`src/hdl/htbl_pkg.sv`:
```
// Package with shared constants, types and a helper function for the token bucket limiter.
`default_nettype none
package htbl_pkg;
  localparam int unsigned FlowEntries = 1024;
  localparam int unsigned TypeEntries = 256;
  localparam int unsigned FlowAw = $clog2(FlowEntries);
  localparam int unsigned TypeAw = $clog2(TypeEntries);
  localparam int unsigned TokW = 48;
  localparam int unsigned CfgIdxW = 3;
  localparam logic [63:0] Golden = 64'h9e3779b97f4a7c15;
  localparam logic [TokW-1:0] OneToken = 48'd65536;
  localparam logic [TokW-1:0] Max48 = {TokW{1'b1}};

  localparam logic [CfgIdxW-1:0] RegPacketRate = 3'd0;
  localparam logic [CfgIdxW-1:0] RegPacketBurst = 3'd1;
  localparam logic [CfgIdxW-1:0] RegByteRate = 3'd2;
  localparam logic [CfgIdxW-1:0] RegByteBurst = 3'd3;
  localparam logic [CfgIdxW-1:0] RegLifetime = 3'd4;
  localparam logic [CfgIdxW-1:0] RegTypeRate = 3'd5;
  localparam logic [CfgIdxW-1:0] RegTypeBurst = 3'd6;

  localparam logic [1:0] DenyNone = 2'd0;
  localparam logic [1:0] DenyPacket = 2'd1;
  localparam logic [1:0] DenyByte = 2'd2;
  localparam logic [1:0] DenyType = 2'd3;

  typedef struct packed {
    logic [63:0] key_hash;
    logic [47:0] now_ms;
    logic [15:0] byte_cost;
    logic [7:0] type_code;
  } req_t;

  typedef struct packed {
    logic allowed;
    logic [1:0] deny_reason;
    logic table_full;
  } rsp_t;

  typedef struct packed {
    logic [47:0] packet_rate;
    logic [47:0] packet_burst;
    logic [47:0] byte_rate;
    logic [47:0] byte_burst;
    logic [47:0] entry_lifetime;
    logic [47:0] type_rate;
    logic [47:0] type_burst;
  } cfg_t;

  function automatic logic [TokW-1:0] cap_add(input logic [TokW-1:0] tokens,
                                              input logic [TokW-1:0] add,
                                              input logic [TokW-1:0] burst);
    logic [TokW:0] sum;
    sum = {1'b0, tokens} + {1'b0, add};
    cap_add = (sum < {1'b0, burst}) ? sum[TokW-1:0] : burst;
  endfunction
endpackage
`default_nettype wire

```
`src/hdl/htbl_cfg.sv`:
```
// Configuration register file of the limiter.
`default_nettype none
module htbl_cfg
  import htbl_pkg::*;
(
  input  wire logic clk_i,
  input  wire logic rst_ni,
  input  wire logic cfg_we_i,
  input  wire logic [CfgIdxW-1:0] cfg_idx_i,
  input  wire logic [47:0] cfg_data_i,
  output cfg_t cfg_o
);
  cfg_t cfg_q;
  always_ff @(posedge clk_i or negedge rst_ni) begin
    if (!rst_ni) begin
      cfg_q <= '0;
      cfg_q.entry_lifetime <= 48'd60000;
    end else if (cfg_we_i) begin
      unique case (cfg_idx_i)
        RegPacketRate: cfg_q.packet_rate <= cfg_data_i;
        RegPacketBurst: cfg_q.packet_burst <= cfg_data_i;
        RegByteRate: cfg_q.byte_rate <= cfg_data_i;
        RegByteBurst: cfg_q.byte_burst <= cfg_data_i;
        RegLifetime: cfg_q.entry_lifetime <= cfg_data_i;
        RegTypeRate: cfg_q.type_rate <= cfg_data_i;
        RegTypeBurst: cfg_q.type_burst <= cfg_data_i;
        default: ;
      endcase
    end
  end
  assign cfg_o = cfg_q;
endmodule
`default_nettype wire

```
`config.mk`:
```
export PLATFORM = sky130hd
export DESIGN_NAME = htbl_cfg
export DESIGN_NICKNAME = d
export VERILOG_FILES = /design/src/hdl/htbl_pkg.sv /design/src/hdl/htbl_cfg.sv
export SDC_FILE = /design/constraint.sdc
export NUM_CORES = 1
export LEC_CHECK = 0
export ABC_AREA = 1
export BUFFER_PORTS_ARGS = -buffer_cell sky130_fd_sc_hd__buf_2
export CELL_PAD_IN_SITES_DETAIL_PLACEMENT = 1
export CELL_PAD_IN_SITES_GLOBAL_PLACEMENT = 1
export CORE_MARGIN = 3
export CORE_UTILIZATION = 36
export CTS_BUF_LIST = sky130_fd_sc_hd__clkbuf_2 sky130_fd_sc_hd__clkbuf_4 sky130_fd_sc_hd__clkbuf_8
export DETAILED_ROUTE_END_ITERATION = 16
export GPL_TIMING_DRIVEN = 0
export HOLD_SLACK_MARGIN = 0.15
export PLACE_DENSITY_LB_ADDON = 0.1
export SYNTH_ARGS = -nofsm -noshare
export SYNTH_HDL_FRONTEND = slang
export SYNTH_SLANG_ARGS = --single-unit
```
`constraint.sdc`:
```
create_clock -name clk_i -period 0.97 [get_ports clk_i]
set_input_delay 0.097 -clock clk_i [delete_from_list [all_inputs] [get_ports clk_i]]
set_output_delay 0.097 -clock clk_i [all_outputs]
set_load 0.005 [all_outputs]
```
==> metrics.txt <==
outcome finished with violations; violated checks negative hold slack, negative setup slack; Antenna Nets Post-Route 0; clock buffer depth 3; Synth top area share 63.5%; Hold Fails Final Rpt 251; Filler cells 4242; Synth area leader dfrtp_1; Reg area 8420 um2; vias per inst 4.78; first-pass GRT wire length 78600 um; Critical Path Sink Type primary output; vias in the first global route 13279; final setup violation count 336; pin count of the biggest net entering global routing 115; initial core utilization 37.0%; die extent in x 196 um; Synth Net Count 1514; htree depth 2; Pwr Density 2230 nW/um2; commonest non-fill, non-tap cells in the layout 827 x nand2_1, 373 x buf_2, 329 x dfrtp_1; Final Non-Filler Cells 2684; GPL Wtd Cong 0.775; Num CTS Buffers 58; Clk Latency, worst-skew pair 630 ps; # rows 68; grt ovf 0; fin worst setup slack -408 ps; clock sinks 336; dpl cell area 15600 um2; worst-path cell chain buf_6; total chip power 43.2 mW; Area Overhead vs Synth 49.6%; sequential fraction of the synthesis area 64.9%; RSZ-0062 raised after global routing true; Startpoint Class register; DRC 0; clk_skew 0 ps; first-pass iteration count of the detailed router 5; Port Buffers 389; Synth cell types 12; HP Class input pin to async pin; fin crit period 1380 ps; final core utilization 55.3%; final hold slack -611 ps; fin. max-slew vios 0; cell leakage power 11.2 nW; Slew headroom 58.1%; top post-synthesis cells by area dfrtp_1 63%, nand2_1 24%, nand3_1 7.4%; slowest stage cell on the critical path dfstp_2; f_max 726 MHz; multi-input logic area 4120 um2; number of I/O pins 390; Synth Warn # 0; initial antenna violation count 3; clock slew at reported path FFs 60 ps; hold_buf cts 48; max incr delay on CP 540 ps; core box area 35100 um2; worst slew pin tran 628 ps; Arrival @ worst endpoint 1280 ps; Worst EP required 870 ps; WP buf/inv 1; Final Cycle Share 142%; Gate Count Post-Synth 1460; Die Y 196 um; Mapped Area 13000 um2; layout cell share with drive strength beyond 1 35.4%; clock tree from TritonCTS built; Final #Nets 2231; Clock Root Buffer clkbuf_8; post-DP HPWL 34400 um; Mean Syn Cell Area 8.88 um2; WL per Instance 19.7 um; most common cell after layout, fill and taps aside nand2_1; delay-heaviest family, CP flip-flops; dpl cells 2307; Worst Path Class, Setup register to primary output; Seq cells post-synth 336; peak supply drop 1250 uV; max cap viols 0; crit path max fanout 2; DR vias 12835; Die ar. 38300 um2; drt initial violations 571; design area 19400 um2; Total GRT Usage 26.3%; Post-Route WL 52900 um; Largest register FFs 336
final cells by class:
class / instances / share of cell area, %
timing repair buffer: 657 / 23.2
antenna: 2 / 0.0258
multi-input combinational: 1027 / 21.2
buffer: 91 / 2.34
inverter: 6 / 0.116
sequential: 336 / 43.4
tap: 455 / 2.93
clock inverter: 6 / 0.155
clock buffer: 104 / 6.64
worst paths after layout:
| check | slack, ps | from | end | cells past startpoint |
|---|---|---|---|---|
| setup / recovery | -410 | cfg_o[102]$_DFFE_PN1P_ | cfg_o[102] | 1 |
| hold / removal | -610 | rst_ni | cfg_o[40]$_DFFE_PN0P_ | 1 |
| setup reg to reg | 70 | cfg_o[33]$_DFFE_PN0P_ | cfg_o[33]$_DFFE_PN0P_ | 4 |
| hold reg to reg | 460 | cfg_o[262]$_DFFE_PN0P_ | cfg_o[262]$_DFFE_PN0P_ | 2 |
| max in group asynchronous | 350 | rst_ni | cfg_o[12]$_DFFE_PN0P_ | 3 |
| min in group clk_i | 120 | cfg_idx_i[1] | cfg_o[240]$_DFFE_PN0P_ | 5 |
what timing repair did:
action,4_1_cts,5_1_grt
buffers inserted,99,118
pin swaps,0,1
resized for setup,58,20
endpoints found under the hold margin,587,268
endpoints found under the setup margin,377,362
cell usage after synthesis (all sizes together):
library cell  instances
buf                  56
clkbuf               35
dfrtp               329
dfstp                 7
inv                   6
nand2               828
nand3               192
nor2                  7
where the power goes:
| group | switching, mW | internal, mW | leakage (nW) |
|---|---|---|---|
| Clock | 6.10 | 8.26 | 0.712 |
| Combinational | 5.03 | 5.59 | 6.31 |
| Sequential | 1.57 | 16.7 | 4.21 |
layer usage:
layer  vias up  part of all wire [%]  wire length [um]  track usage (%)
met4         2                   2.8              1490             8.45
met1      6370                    41             21700             33.3
met5         -                 0.026                14                0
met2       390                    49             26000             44.4
li1       5989                     -                 -                -
met3        84                   7.1              3750             6.89
logic make-up after synthesis:
| family | count (synthesis) | synth area share (%) |
|---|---|---|
| and+or+nand+nor | 1027 | 31.7 |
| DFF | 336 | 64.9 |
| buffers and inverters | 97 | 3.45 |
metrics by stage:
step / setup slack, ps / hold slack [ps] / TNS [ps]
floorplan: -2.17 / -199 / -42.8
global placement: -7060 / 420 / -2502630
detailed placement: -790 / 51.1 / -200910
CTS: -473 / -649 / -108960
global route: -459 / -625 / -111000
finish: -408 / -611 / -91350
No activity file was read; power rests on OpenSTA's default activity.
